### src/rtl/lfid_pkg.sv
// Shared types and constants for the lowest-free ID allocator.
// Holds the transfer structs, status and function codes, and map word sizing.
// No dependencies.
package lfid_pkg;

  localparam int NUM_SLOTS_DEF = 256;
  localparam int WORD_W        = 16;
  localparam int WORD_LG       = 4;

  typedef enum logic {
    FUNC_ALLOC = 1'b0,
    FUNC_FREE  = 1'b1
  } func_e;

  typedef enum logic [1:0] {
    ST_OK       = 2'd0,
    ST_FULL     = 2'd1,
    ST_NOT_USED = 2'd2
  } status_e;

  typedef struct packed {
    func_e      func;
    logic [7:0] slot;
  } in_t;

  typedef struct packed {
    status_e    status;
    logic [7:0] id;
    logic [8:0] in_use_count;
    logic [8:0] end_mark;
  } out_t;

endpackage

### src/rtl/lowest_free_id_allocator.sv
// Lowest-free ID allocator: top level with the word-organized occupancy map.
// Depends on lfid_pkg.
//
// Hands out the lowest free ID of NUM_SLOTS and takes IDs back, one request
// at a time. The occupancy map sits in a simple dual-port memory of 16-bit
// words with one registered read per cycle, and that read port sets the
// rate: an allocate sets the bit of the lowest free ID in S_AMOD and scans
// upward one word per read in S_ASCAN to the next free ID; a free clears
// the slot's bit in S_FMOD, reads the end-mark word in S_FRD and pulls the
// end mark down word by word in S_FSCAN; a full allocate or a free of a slot
// out of range goes to S_DONE. A result waits in the output register while
// the next request is taken. Each map word has a valid bit cleared by reset,
// so the map reads as all free right after reset with no clearing pass.
module lowest_free_id_allocator
  import lfid_pkg::*;
#(
  parameter int NUM_SLOTS = NUM_SLOTS_DEF
) (
  input  logic clk_i,
  input  logic rst_ni,
  input  logic in_valid_i,
  output logic in_stall_o,
  input  in_t  in_data_i,
  output logic out_valid_o,
  input  logic out_stall_i,
  output out_t out_data_o
);

  localparam int NUM_WORDS = (NUM_SLOTS + WORD_W - 1) / WORD_W;
  localparam int WA_W      = (NUM_WORDS > 1) ? $clog2(NUM_WORDS) : 1;
  localparam int PTR_W     = $clog2(NUM_WORDS * WORD_W + 1);

  typedef enum logic [6:0] {
    S_IDLE  = 7'b0000001,
    S_AMOD  = 7'b0000010,
    S_ASCAN = 7'b0000100,
    S_FMOD  = 7'b0001000,
    S_FRD   = 7'b0010000,
    S_FSCAN = 7'b0100000,
    S_DONE  = 7'b1000000
  } state_e;

  state_e state_q, state_d;

  logic [PTR_W-1:0]   ff_q, ff_d, ep_q, ep_d, cnt_q, cnt_d, slot_q, slot_d;
  logic [WA_W-1:0]    scan_w_q, scan_w_d;
  logic [WORD_LG-1:0] lim_q, lim_d;
  status_e            res_st_q, res_st_d;
  logic [7:0]         res_id_q, res_id_d;

  logic               out_valid_q;
  out_t               out_q;
  logic               out_load;

  // map memory
  logic [WORD_W-1:0]  mem_q [NUM_WORDS];
  logic [NUM_WORDS-1:0] vld_q;
  logic [WORD_W-1:0]  rd_data_q;
  logic               rd_vld_q;
  logic               rd_en, wr_en;
  logic [WA_W-1:0]    rd_addr, wr_addr;
  logic [WORD_W-1:0]  wr_data;
  logic [WORD_W-1:0]  word;

  // search helpers
  logic [WORD_W-1:0]  low_mask, up_word, scan_src, lim_mask, hi_src;
  logic [WORD_LG-1:0] bit_sel, lz_pos, hs_pos;
  logic               lz_found, hs_found;
  logic [PTR_W:0]     cand;
  logic [PTR_W-1:0]   ff_new, e_ptr;
  logic               slot_ok;

  always_ff @(posedge clk_i) begin
    if (wr_en) begin
      mem_q[wr_addr] <= wr_data;
    end
    if (rd_en) begin
      rd_data_q <= mem_q[rd_addr];
    end
  end

  always_ff @(posedge clk_i or negedge rst_ni) begin
    if (!rst_ni) begin
      vld_q    <= '0;
      rd_vld_q <= 1'b0;
    end else begin
      if (wr_en) begin
        vld_q[wr_addr] <= 1'b1;
      end
      if (rd_en) begin
        rd_vld_q <= vld_q[rd_addr];
      end
    end
  end

  // a word never written reads as all free
  assign word = rd_vld_q ? rd_data_q : '0;

  assign bit_sel = (state_q == S_AMOD) ? ff_q[WORD_LG-1:0] : slot_q[WORD_LG-1:0];
  assign up_word = word | (WORD_W'(1) << bit_sel);
  assign e_ptr   = ep_q - PTR_W'(1);
  assign slot_ok = (int'(in_data_i.slot) < NUM_SLOTS);

  always_comb begin
    for (int i = 0; i < WORD_W; i++) begin
      low_mask[i] = (WORD_LG'(i) <= bit_sel);
      lim_mask[i] = (WORD_LG'(i) <= lim_q);
    end
  end

  // upward scan: skip bits at or below the new allocation in the first word
  assign scan_src = (state_q == S_AMOD) ? (up_word | low_mask) : word;
  assign hi_src   = word & lim_mask;

  always_comb begin
    lz_pos = '0;
    for (int i = WORD_W - 1; i >= 0; i--) begin
      if (!scan_src[i]) begin
        lz_pos = WORD_LG'(i);
      end
    end
    hs_pos = '0;
    for (int i = 0; i < WORD_W; i++) begin
      if (hi_src[i]) begin
        hs_pos = WORD_LG'(i);
      end
    end
  end

  assign lz_found = ~&scan_src;
  assign hs_found = |hi_src;
  assign cand     = (PTR_W + 1)'({scan_w_q, lz_pos});
  assign ff_new   = (cand > (PTR_W + 1)'(NUM_SLOTS)) ? PTR_W'(NUM_SLOTS) : cand[PTR_W-1:0];

  assign out_load = (state_q == S_DONE) && (!out_valid_q || !out_stall_i);

  always_comb begin
    state_d  = state_q;
    ff_d     = ff_q;
    ep_d     = ep_q;
    cnt_d    = cnt_q;
    slot_d   = slot_q;
    scan_w_d = scan_w_q;
    lim_d    = lim_q;
    res_st_d = res_st_q;
    res_id_d = res_id_q;
    rd_en    = 1'b0;
    rd_addr  = scan_w_q;
    wr_en    = 1'b0;
    wr_addr  = scan_w_q;
    wr_data  = up_word;

    unique case (state_q)
      S_IDLE: begin
        if (in_valid_i) begin
          res_id_d = '0;
          if (in_data_i.func == FUNC_ALLOC) begin
            if (ff_q >= PTR_W'(NUM_SLOTS)) begin
              res_st_d = ST_FULL;
              state_d  = S_DONE;
            end else begin
              rd_en    = 1'b1;
              rd_addr  = ff_q[WORD_LG +: WA_W];
              scan_w_d = ff_q[WORD_LG +: WA_W];
              state_d  = S_AMOD;
            end
          end else begin
            if (!slot_ok) begin
              res_st_d = ST_NOT_USED;
              state_d  = S_DONE;
            end else begin
              slot_d   = PTR_W'(in_data_i.slot);
              rd_en    = 1'b1;
              rd_addr  = WA_W'(in_data_i.slot >> WORD_LG);
              scan_w_d = WA_W'(in_data_i.slot >> WORD_LG);
              state_d  = S_FMOD;
            end
          end
        end
      end
      S_AMOD, S_ASCAN: begin
        if (state_q == S_AMOD) begin
          wr_en    = 1'b1;
          wr_data  = up_word;
          res_st_d = ST_OK;
          res_id_d = 8'(ff_q);
          cnt_d    = cnt_q + PTR_W'(1);
        end
        if (lz_found || scan_w_q == WA_W'(NUM_WORDS - 1)) begin
          // past the last word means no free slot is left
          ff_d    = lz_found ? ff_new : PTR_W'(NUM_SLOTS);
          ep_d    = ((lz_found ? ff_new : PTR_W'(NUM_SLOTS)) > ep_q) ?
                    (lz_found ? ff_new : PTR_W'(NUM_SLOTS)) : ep_q;
          state_d = S_DONE;
        end else begin
          rd_en    = 1'b1;
          rd_addr  = scan_w_q + WA_W'(1);
          scan_w_d = scan_w_q + WA_W'(1);
          state_d  = S_ASCAN;
        end
      end
      S_FMOD: begin
        if (!word[bit_sel]) begin
          res_st_d = ST_NOT_USED;
          state_d  = S_DONE;
        end else begin
          wr_en    = 1'b1;
          wr_data  = word & ~(WORD_W'(1) << bit_sel);
          res_st_d = ST_OK;
          if (ff_q > slot_q) begin
            ff_d = slot_q;
          end
          if (cnt_q != '0) begin
            cnt_d = cnt_q - PTR_W'(1);
          end
          // read the end-mark word only after the write has landed
          state_d = (ep_q == '0) ? S_DONE : S_FRD;
        end
      end
      S_FRD: begin
        rd_en    = 1'b1;
        rd_addr  = e_ptr[WORD_LG +: WA_W];
        scan_w_d = e_ptr[WORD_LG +: WA_W];
        lim_d    = e_ptr[WORD_LG-1:0];
        state_d  = S_FSCAN;
      end
      S_FSCAN: begin
        if (hs_found) begin
          ep_d    = PTR_W'({scan_w_q, hs_pos}) + PTR_W'(1);
          state_d = S_DONE;
        end else begin
          ep_d = PTR_W'({scan_w_q, {WORD_LG{1'b0}}});
          if (scan_w_q == '0) begin
            state_d = S_DONE;
          end else begin
            rd_en    = 1'b1;
            rd_addr  = scan_w_q - WA_W'(1);
            scan_w_d = scan_w_q - WA_W'(1);
            lim_d    = '1;
          end
        end
      end
      S_DONE: begin
        if (out_load) begin
          state_d = S_IDLE;
        end
      end
      default: state_d = S_IDLE;
    endcase
  end

  always_ff @(posedge clk_i or negedge rst_ni) begin
    if (!rst_ni) begin
      state_q     <= S_IDLE;
      ff_q        <= '0;
      ep_q        <= '0;
      cnt_q       <= '0;
      out_valid_q <= 1'b0;
    end else begin
      state_q <= state_d;
      ff_q    <= ff_d;
      ep_q    <= ep_d;
      cnt_q   <= cnt_d;
      if (out_load) begin
        out_valid_q <= 1'b1;
      end else if (!out_stall_i) begin
        out_valid_q <= 1'b0;
      end
    end
  end

  always_ff @(posedge clk_i) begin
    slot_q   <= slot_d;
    scan_w_q <= scan_w_d;
    lim_q    <= lim_d;
    res_st_q <= res_st_d;
    res_id_q <= res_id_d;
    if (out_load) begin
      out_q.status       <= res_st_q;
      out_q.id           <= res_id_q;
      out_q.in_use_count <= 9'(cnt_q);
      out_q.end_mark     <= 9'(ep_q);
    end
  end

  assign in_stall_o  = (state_q != S_IDLE);
  assign out_valid_o = out_valid_q;
  assign out_data_o  = out_q;

endmodule

### config.mk
export PLATFORM = sky130hd
export DESIGN_NAME = lowest_free_id_allocator
export DESIGN_NICKNAME = d
export VERILOG_FILES = /design/src/rtl/lfid_pkg.sv /design/src/rtl/lowest_free_id_allocator.sv
export SDC_FILE = /design/constraint.sdc
export NUM_CORES = 1
export LEC_CHECK = 0
export ABC_AREA = 0
export BUFFER_PORTS_ARGS = -buffer_cell sky130_fd_sc_hd__buf_4
export CORE_MARGIN = 3
export CORE_UTILIZATION = 60
export CTS_BUF_LIST = sky130_fd_sc_hd__clkbuf_8
export DETAILED_ROUTE_END_ITERATION = 6
export GPL_TIMING_DRIVEN = 1
export PLACE_DENSITY = 0.82
export SETUP_SLACK_MARGIN = 0.5
export SLEW_MARGIN = 10
export SYNTH_ARGS = -nofsm -noshare
export SYNTH_HDL_FRONTEND = slang
export SYNTH_SLANG_ARGS = --single-unit
### constraint.sdc
create_clock -name clk_i -period 10 [get_ports clk_i]
set_input_delay 1 -clock clk_i [delete_from_list [all_inputs] [get_ports clk_i]]
set_output_delay 1 -clock clk_i [all_outputs]
set_load 0.005 [all_outputs]
==> reports/metrics.csv, run 1 <==
stage,metric,value,unit
outcome,run_status,completed,
placed_design,place.detailed.hpwl,27.93,mm
timing,finalSetupViolCount,0,
yosys,ys_warn_count,0,
critical_path,crit_path_end_kind,flip-flop,
critical_path,cp_slowest_cell,buf_4,
yosys,syn_avg_cell_area,12.87,sq um
critical_path,worst_setup_path_start_kind,flip-flop,
timing,hold_ws,413.1,ps
cts,htreeDepth,2,
finish,multi_input_area,0.006227,sq mm
drt,drc,0,
critical_path,cp_common_cell,mux2i_1,
critical_path,worst-path-stages,12,
placed_design,place_congestion,1.015,
cts,worst_skew_pair.late_latency,620,ps
pwr,p_leak,7.585,nW
finish,num_antenna_cells,0,
global_routing,grt_max_degree,90,
timing,max_slew_margin,17.54,%
critical_path,critPathBufInv,1,
yosys,yosysSeqAreaShare,62.17,%
timing,tightest_slew,1203,ps
timing,period_needed,6541,ps
cts,cts_hold_buffers,0,
cts,cts_sinks,378,
finish,area_growth,9.798,%
cts,cts_buffers,57,
cts,clkTransAtPathRegs,70,ps
critical_path,reg2reg_depth,12,
yosys,synth_edf_count,322,
cts,cts_post_setup_buffers_inserted,0,
critical_path,crit_path_cell_trace,nor4b_1 -> nand2_1 -> a221o_1 -> nor3_2 -> nand2_2 -> o41ai_2 -> a32o_4 -> buf_4 -> mux2i_1 -> mux2i_1 -> a22oi_1 -> o221ai_1,
finish,instances_no_fill,1867,
timing,period_share,65.41,%
die,core,0.02894,sq mm
min_path,min_delay_path_depth,0,
drt,dr.pass1.iters,6,
cts,clock_path_buffers,3,
global_routing,grt_pass1_wl,67.18,mm
die,rows,62,
placed_design,numPortBuffers,42,
global_routing,antenna_found_initial,0,
critical_path,critPathTopFamily,compound AO/OA/AOI/OAI gates,
critical_path,critPathArrivalTime,6840,ps
critical_path,cp_max_fo,61,
timing,drv_slew,0,
finish,fill_cells,2060,
drt,viasPerCell,6.499,
drt,drtIter0Drc,1518,
drt,dr_total_vias,12134,
die,ioPinCount,43,
finish,regArea,0.01105,sq mm
placed_design,dp_cells,1762,
yosys,syn_area,0.01778,sq mm
global_routing,grt_pass1_vias,11852,
drt,ant_nets,0,
finish,fin_nets,1481,
yosys,synth_cell_types,79,
die,start_util,61.43,%
critical_path,crit_required,10300,ps
yosys,synthCells,1381,
yosys,synthArstFlopShare,13.76,%
run,maxCapViolations,0,
timing,fmax,0.1529,GHz
global_routing,grt_overflow,0,
die,die_x,178.1,um
cts,cts_root_buffer,clkbuf_8,
pwr,ir_worst_vdd,0.2722,mV
finish,drive_gt1_share,14.97,%
drt,wirelength,44.22,mm
yosys,synth_top_flop_cell,edfxtp_1,
cts,tritoncts,yes,
timing,fin_skew,49.42,ps
yosys,ys_ff_latch,378,
critical_path,crit_type,reg -> reg,
timing,finalHoldViolations,0,
pwr,powerDensity,331.2,mW/mm^2
die,fp.dieArea,0.03173,sq mm
timing,timing.setup.tns,0,ps
cts,cts_resized,0,
critical_path,slowest_delay,860,ps
die,die_h,178.1,um
global_routing,track_usage,27.91,%
yosys,synth.net_count,1425,
drt,wire_per_inst,23.68,um
min_path,hp-class,reg -> reg,
timing,rsz0062_at_grt,false,
-- metal layers --
layer  part of all wire [%]  wire length [um]  vias up  GRT usage (%)
met2                     47             20580      705          43.79
li1                       -                 -     5366              -
met5                      0                 0        -              0
met1                     39             17410     5914          37.85
met3                    9.6              4245      149          5.449
met4                    4.5              1988        0          13.15
-- report_power, final --
group / switching (W) / leakage [nW] / internal, W
sequential: 0.000228 / 3.67 / 0.00210
clock: 0.000591 / 0.613 / 0.000589
combinational: 0.00180 / 3.30 / 0.00116
total: 0.00262 / 7.58 / 0.00385
-- placed cells by master (no fill, tap or decap), drive strengths merged, types with 12 or more instances in the layout --
cell type and instances:
edfxtp 322, mux2i 151, nand2 120, o21ai 86
nor2 78, buf 70, inv 62, a21oi 61
clkbuf 60, dfrtp 51, mux2 47, nand3 32
ha 30, clkinv 26, nor3 23, a22oi 21
o221ai 19, o21bai 19, xnor2 13, a31oi 12
-- cell usage after synthesis, drive strengths merged, types with 12 or more instances --
cell type / n / share of area [%]
mux2i: 151 / 8.5
dfrtp: 51 / 7.2
nand3: 32 / 0.90
ha: 30 / 2.1
o21ai: 86 / 2.4
xnor2: 13 / 0.64
nor3: 23 / 0.68
mux2: 47 / 3.0
o21bai: 19 / 0.80
a22oi: 21 / 0.89
buf: 32 / 1.3
o221ai: 19 / 0.94
nor2: 78 / 1.7
inv: 44 / 0.93
edfxtp: 322 / 54
a31oi: 12 / 0.42
a21oi: 61 / 1.7
nand2: 120 / 2.5
clkbuf: 41 / 0.87
-- registers in the layout (all words and copies together) (netlist names) --
register     cells
out_valid_o      1
ep_q             9
out_data_o      28
state_q          7
scan_w_q         4
rd_data_q       16
vld_q           16
lim_q            4
res_st_q         2
mem_q          256
cnt_q            9
res_id_q         8
rd_vld_q         1
slot_q           8
ff_q             9
-- cells by family (layout without fill, tap and decap cells) --
group,Yosys count,after routing,share of synthesized area (%)
buffers and inverters,117,219,3.055
and+or+nand+nor,343,343,9.186
muxes,199,199,11.61
DFF,378,378,62.17
adders and majority gates,31,31,2.224
AOI/OAI and AO/OA,294,294,10.82
xor gates and xnor gates,19,19,0.9362
-- per-stage QoR --
stage	util, %	cell area [sq um]	total power, W	setup WS, ps
after detailed placement	63.74	18440	0.005251	3680
after floorplan	-	17780	0.004574	5533
after CTS	67.43	19510	0.006431	3630
after global routing	67.45	19520	0.006808	3107
final	67.45	19520	0.006465	3459
after global placement	63.74	18440	0.005149	3938
-- path summary, 6_finish.rpt --
check,start,slack [ps],to
setup / recovery,state_q[1],3460,rd_data_q[15]
hold reg to reg,res_id_q[0],410,out_data_o[18]
setup reg to reg,state_q[1],3460,rd_data_q[15]
hold / removal,res_id_q[0],410,out_data_o[18]
min in group asynchronous,rst_ni,420,cnt_q[4]
max in group asynchronous,rst_ni,9080,ep_q[4]
-- final cells by class --
| type | count | share of cell area (%) |
|---|---|---|
| multi-input combinational | 886 | 31.91 |
| inverter | 44 | 0.8462 |
| timing repair buffer | 70 | 2.692 |
| clock buffer | 60 | 4.231 |
| clock inverter | 45 | 1.237 |
| tap | 384 | 2.462 |
| sequential | 378 | 56.63 |
(Power assumes the default switching activity.)
==> run 2: changes to the inputs <==
Settings changed: CORE_UTILIZATION 60 to 59, PLACE_DENSITY 0.82 to 0.84.
Clock period 10 ns to 5.7 ns, I/O delays scaled along.
==> run 2 against run 1 <==
The run now ends with design-rule violations left. Worst hold slack got worse by 290 ps. Via count shrank 0.50%. Global-route usage fell by 1.6 points. Final cell count rose by 1.6%. Sequential cell count did not move. Power is 81% higher. Critical endpoint is now rd_data_q[7]. Largest cell class unchanged. Highest routed layer unchanged.
==> reports/metrics.csv, run 2 (same netlist as run 1, synthesis figures left out) <==
stage,metric,value,unit,change
outcome,run_status,finished with violations,,
outcome,violations,design-rule violations,,
cts,clkTransAtPathRegs,60,ps,about the same
timing,finalSetupViolCount,0,,unchanged
pwr,clkPwrFrac,19.9,%,+1.7 points
pwr,power.switching,0.004588,W,+75%
global_routing,antenna_found_initial,0,,unchanged
drt,viasPerCell,6.368,,-2.0%
timing,drv_slew,0,,unchanged
die,start_util,60.94,%,-0.49 points
cts,tritoncts,yes,,
timing,finalHoldViolations,0,,unchanged
critical_path,crit_path_end_kind,flip-flop,,
global_routing,grt_pass1_wl,67.00,mm,-0.27%
finish,largest_reg_flops,256,,unchanged
cts,cts_sinks,378,,unchanged
timing,max_slew_margin,18.83,%,+1.3 points
finish,final_area,0.01992,sq mm,+2.1%
pwr,seqPwrFrac,34.6,%,-1.4 points
critical_path,critPathTopFamily,compound AO/OA/AOI/OAI gates,,
drt,drc,1,,+1
critical_path,critPathBufInv,3,,+2
cts,cts_buffers,57,,unchanged
pwr,p_leak,7.805,nW,+2.9%
global_routing,track_usage,26.32,%,-1.6 points
critical_path,worst_setup_path_start_kind,flip-flop,,
die,fp.dieArea,0.03225,sq mm,+1.6%
pwr,powerDensity,588.5,mW/mm^2,+78%
finish,drive_gt1_share,16.53,%,+1.6 points
pwr,p_sw_share,39.13,%,-1.4 points
min_path,min_delay_path_depth,1,,+1
die,rows,62,,unchanged
critical_path,crit_path_cell_trace,nor4b_1 -> buf_4 -> nand2_1 -> a221o_1 -> nor3_4 -> nand2_2 -> o41ai_2 -> a32o_4 -> buf_12 -> buf_12 -> mux2_2 -> o21ai_0 -> o221ai_1,,
timing,rsz0062_at_grt,false,,
critical_path,slowest_delay,560,ps,-300 ps
critical_path,crit_type,reg -> reg,,
global_routing,grt_overflow,0,,unchanged
critical_path,cp_max_fo,36,,-41%
global_routing,grt_pass1_vias,11886,,+0.29%
timing,fin_skew,44.36,ps,-5.055 ps
cts,htreeDepth,2,,unchanged
drt,wirelength,43.73,mm,-1.1%
die,die_h,179.6,um,+0.81%
finish,fin_nets,1507,,+1.8%
drt,ant_nets,0,,unchanged
global_routing,grt_max_degree,54,,-40%
critical_path,cp_slowest_cell,dfrtp_1,,
run,maxCapViolations,0,,unchanged
drt,drtIter0Drc,1498,,-1.3%
critical_path,reg2reg_depth,13,,+1
drt,wire_per_inst,23.06,um,-2.6%
pwr,p_comb_share,45.4,%,-0.4 points
cts,clock_path_buffers,3,,unchanged
die,core,0.02917,sq mm,+0.80%
timing,fmax,0.2045,GHz,+34%
cts,worst_skew_pair.late_latency,620,ps,about the same
placed_design,place_congestion,1.054,,+3.8%
timing,period_share,85.79,%,+20 points
finish,mostFrequentLayoutCell,edfxtp_1,,
cts,cts_root_buffer,clkbuf_8,,
pwr,ir_worst_vdd,0.4144,mV,+52%
critical_path,cp_common_cell,buf_12,,
finish,fill_cells,2059,,-0.049%
critical_path,worst-path-stages,13,,+1
finish,final_cell_mix,"322 x edfxtp_1, 148 x mux2i_1, 119 x nand2_1",,
min_path,hp-class,in -> reg,,
placed_design,dpl-instance-area,0.01867,sq mm,+1.2%
cts,cts_post_setup_buffers_inserted,0,,unchanged
drt,dr.pass1.iters,7,,+1
timing,period_needed,4890,ps,-1651 ps
timing,tightest_slew,1184,ps,-18.78 ps
critical_path,r2r_slack,810,ps,-2650 ps
finish,top_register,mem_q,,
drt,dr_total_vias,12073,,-0.50%
finish,area_growth,12.09,%,
finish,num_antenna_cells,0,,unchanged
die,ioPinCount,43,,unchanged
placed_design,numPortBuffers,42,,unchanged
critical_path,crit_required,6020,ps,-4280 ps
timing,timing.setup.tns,0,ps,unchanged
pwr,power.internal,0.007136,W,+85%
critical_path,critPathArrivalTime,5210,ps,-1630 ps
placed_design,place.detailed.hpwl,28.82,mm,+3.2%
die,die_x,179.6,um,+0.81%
[run 2: cell types whose count changed in the layout (fill, tap and decap cells not counted), moves of 2 or more]
cell | previous run | this run
nor2_2 | 6 | 2
inv_1 | 59 | 57
nor2_1 | 71 | 75
buf_4 | 70 | 91
buf_12 | 0 | 4
bufinv_16 | 1 | 6
[run 2: routing by layer]
layer | vias up | GRT usage, % | wire length (um)
li1 | 5425 | - | -
met1 | 5839 | 35.00 | 17550
met2 | 649 | 42.07 | 20290
met3 | 160 | 4.729 | 3380
met4 | 0 | 13.40 | 2508
met5 | - | 0 | 0
[run 2: metrics by stage]
stage	total power [W]	setup WS [ps]	hold WS (ps)	utilization [%]	instances
final	0.01172	810.2	126.2	68.31	1896
after global routing	0.01235	566.4	103.0	68.31	1896
after CTS	0.01171	749.3	92.64	68.24	1896
after detailed placement	0.009341	814.2	405.7	64.01	1787
after global placement	0.009177	818.5	400.9	64.01	1787
after floorplan	0.008025	1233	274.4	-	1381
[run 2: final timing paths]
| kind | start | end |
|---|---|---|
| setup / recovery | state_q[1] | rd_data_q[7] |
| hold / removal | in_data_i[2] | slot_q[2] |
| setup reg to reg | state_q[1] | rd_data_q[7] |
| hold reg to reg | res_id_q[1] | out_data_o[19] |
| max in group asynchronous | rst_ni | ep_q[0] |
| min in group asynchronous | rst_ni | cnt_q[4] |
[run 2: layout make-up]
| class | count | area [sq um] | share of cell area, % |
|---|---|---|---|
| tap | 384 | 480.5 | 2.411 |
| multi-input combinational | 886 | 6231 | 31.27 |
| inverter | 44 | 165.2 | 0.8289 |
| sequential | 378 | 11050 | 55.47 |
| clock buffer | 61 | 839.6 | 4.214 |
| clock inverter | 47 | 382.9 | 1.922 |
| timing repair buffer | 96 | 773.2 | 3.881 |
[run 2: what timing repair did]
item                                    CTS  global route
hold endpoints to repair                 34             0
endpoints found under the setup margin    0             8
hold buffers                              1             0
resized for setup                         0             3
[run 2: power by group through the flow]
stage | clock network, W | registers, W | logic, W
floorplan | 0 | 0.00388 | 0.00414
global placement | 0 | 0.00408 | 0.00510
detailed placement | 0 | 0.00410 | 0.00525
CTS | 0.00238 | 0.00404 | 0.00529
global route | 0.00250 | 0.00409 | 0.00576
finish | 0.00234 | 0.00406 | 0.00533
==> run 3: changes to the inputs <==
Settings changed: CORE_UTILIZATION 59 to 40, PLACE_DENSITY 0.84 to 0.62.
==> run 3 against run 2 <==
The flow now finishes without violations. First-iteration DRC count shrank 21%. Non-clock buffer count shrank 3. Wire length grew 5.3%. Combinational power grew 2%. Largest cell class unchanged. Critical endpoint is now rd_data_q[14]. Register-to-register slack lost 50 ps. Clock-buffer cell count grew 5.
==> reports/metrics.csv, run 3 (same netlist as run 1, synthesis figures left out) <==
stage,metric,value,unit,change
timing,hold_ws,83.08,ps,-43.16 ps
timing,period_share,86.72,%,+0.94 points
pwr,p_leak,7.783,nW,-0.27%
critical_path,rr_endpoint,rd_data_q[14],,
global_routing,grt_overflow,0,,unchanged
global_routing,grtUsageMet3,3.156,%,-1.6 points
die,fp.dieArea,0.04700,sq mm,+46%
finish,num_antenna_cells,0,,unchanged
timing,timing.setup.tns,0,ps,unchanged
global_routing,grt_use_met1,26.47,%,-8.5 points
die,die_x,216.8,um,+21%
cts,clkTransAtPathRegs,60,ps,about the same
die,core,0.04346,sq mm,+49%
cts,clock_path_buffers,3,,unchanged
critical_path,crit_required,6060,ps,+40 ps
global_routing,top_usage_layer,met2,,
drt,viasPerCell,5.607,,-12%
finish,fin_util,46.30,%,-22 points
timing,period_needed,4943,ps,+53.30 ps
die,ioPinCount,43,,unchanged
global_routing,grt_pass1_wl,70.35,mm,+5.0%
cts,cts_root_buffer,clkbuf_8,,
pwr,clkPwrFrac,18.9,%,-1.0 points
pwr,p_sw_share,39.80,%,+0.66 points
cts,cts_buffers,61,,+7.0%
timing,tightest_slew,1189,ps,+5.476 ps
critical_path,r2r-start,state_q[1],,
global_routing,grt_pass1_vias,11729,,-1.3%
drt,drtIter0Drc,1179,,-21%
finish,fin_nets,1508,,+0.066%
placed_design,place.detailed.hpwl,29.96,mm,+4.0%
placed_design,numPortBuffers,42,,unchanged
critical_path,critPathArrivalTime,5310,ps,+100 ps
finish,final_cell_mix,"322 x edfxtp_1, 146 x mux2i_1, 119 x nand2_1",,
drt,ant_nets,0,,unchanged
pwr,finalPower,0.01171,W,-0.11%
timing,finalSetupViolCount,0,,unchanged
timing,finalHoldViolations,0,,unchanged
cts,htreeDepth,2,,unchanged
pwr,p_comb_share,46.5,%,+1.1 points
finish,largest_reg_flops,256,,unchanged
finish,drive_gt1_share,17.03,%,+0.50 points
min_path,hp-class,in -> reg,,
cts,cts_resized,0,,unchanged
drt,dr.pass1.iters,6,,-1
critical_path,crit_end,rd_data_q[14],,
drt,drc,0,,-1
timing,max_slew_margin,18.45,%,-0.38 points
timing,fmax,0.2023,GHz,-1.1%
cts,tritoncts,yes,,
critical_path,crit_type,reg -> reg,,
cts,cts_post_setup_buffers_inserted,0,,unchanged
critical_path,r2r_slack,760,ps,-50 ps
placed_design,place_congestion,0.9158,,-13%
finish,top_register,mem_q,,
run,maxCapViolations,0,,unchanged
die,rows,76,,+23%
critical_path,startpoint,state_q[1],,
drt,wirelength,46.04,mm,+5.3%
global_routing,grt_max_degree,67,,+24%
outcome,run_status,completed,,
timing,fin_skew,18.74,ps,-25.62 ps
finish,area_growth,13.19,%,
drt,dr_total_vias,11742,,-2.7%
pwr,seqPwrFrac,34.6,%,about the same
die,die_h,216.8,um,+21%
critical_path,reg2reg_depth,10,,-3
pwr,power.internal,0.007051,W,-1.2%
cts,cts_sinks,378,,unchanged
global_routing,track_usage,19.38,%,-6.9 points
global_routing,use_met2,31.16,%,-11 points
finish,mostFrequentLayoutCell,edfxtp_1,,
cts,worst_skew_pair.late_latency,670,ps,+50 ps
pwr,power.switching,0.004661,W,+1.6%
pwr,powerDensity,582.1,mW/mm^2,-1.1%
timing,drv_slew,0,,unchanged
die,start_util,40.90,%,-20 points
critical_path,cp_max_fo,66,,+83%
timing,rsz0062_at_grt,false,,
drt,wire_per_inst,21.99,um,-4.7%
critical_path,worst_setup_path_start_kind,flip-flop,,
global_routing,antenna_found_initial,0,,unchanged
critical_path,crit_path_end_kind,flip-flop,,
pwr,ir_worst_vdd,0.3260,mV,-21%
## run 3: cell count changes in the layout (fill, tap and decap cells not counted), moves of 5 or more
cell      before  now
clkbuf_8      61   66
clkinv_1      15   10
inv_1         57   67
nor2_1        75   61
nor2_2         2   16
## run 3: metal layers
metal | wire length, um | vias to the layer above | share of wire [%]
li1 | - | 5418 | -
met1 | 20140 | 5810 | 44
met2 | 21550 | 414 | 47
met3 | 2731 | 100 | 5.9
met4 | 1623 | 0 | 3.5
met5 | 0 | - | 0
## run 3: worst min path at each step
stage / from / endpoint / slack [ps] / cells past startpoint
finish: in_data_i[1] / slot_q[1] / 80 / 1
floorplan: rst_ni / cnt_q[0] / 270 / 0
CTS: in_data_i[2] / slot_q[2] / 30 / 1
detailed placement: res_st_q[1] / out_data_o[27] / 410 / 0
global route: in_data_i[2] / slot_q[2] / 40 / 1
global placement: res_id_q[4] / out_data_o[22] / 400 / 0
## run 3: metrics by stage
stage | cells | setup WS, ps | instance area (sq um)
detailed placement | 1985 | 799.1 | 18940
CTS | 2094 | 803.8 | 20100
finish | 2094 | 756.9 | 20120
floorplan | 1381 | 1233 | 17780
global route | 2094 | 543.0 | 20120
global placement | 1985 | 868.6 | 18940
## run 3: critical path, cell delays in order (launching register included)
cell	delay, ps
dfrtp_1	560
or4b_1	650
or4_1	610
a221o_1	400
nor2_4	170
a31oi_1	320
o22a_1	280
a211o_4	590
buf_4	390
o21ai_0	420
o221ai_1	170
## run 3: cell type report
cell class              count  area [sq um]
multi-input cells         886          6271
well taps                 585         732.0
inverters                  44         165.2
fillers                  3916         23340
repair buffers             93         750.7
flip-flops and latches    378         11050
clock inverters            42         241.5
clock buffers              66         908.4
## run 3: repair_timing
item	4_1_cts	5_1_grt
hold endpoints to repair	51	0
hold buffers	1	0
endpoints found under the setup margin	0	0
## run 3: power by group through the flow
stage          combinational (W)  sequential, W  clock (W)
2_1_floorplan            0.00414        0.00388          0
3_3_place_gp             0.00539        0.00409          0
3_5_place_dp             0.00544        0.00409          0
4_1_cts                  0.00547        0.00404    0.00228
5_1_grt                  0.00596        0.00408    0.00240
6_report                 0.00545        0.00405    0.00221
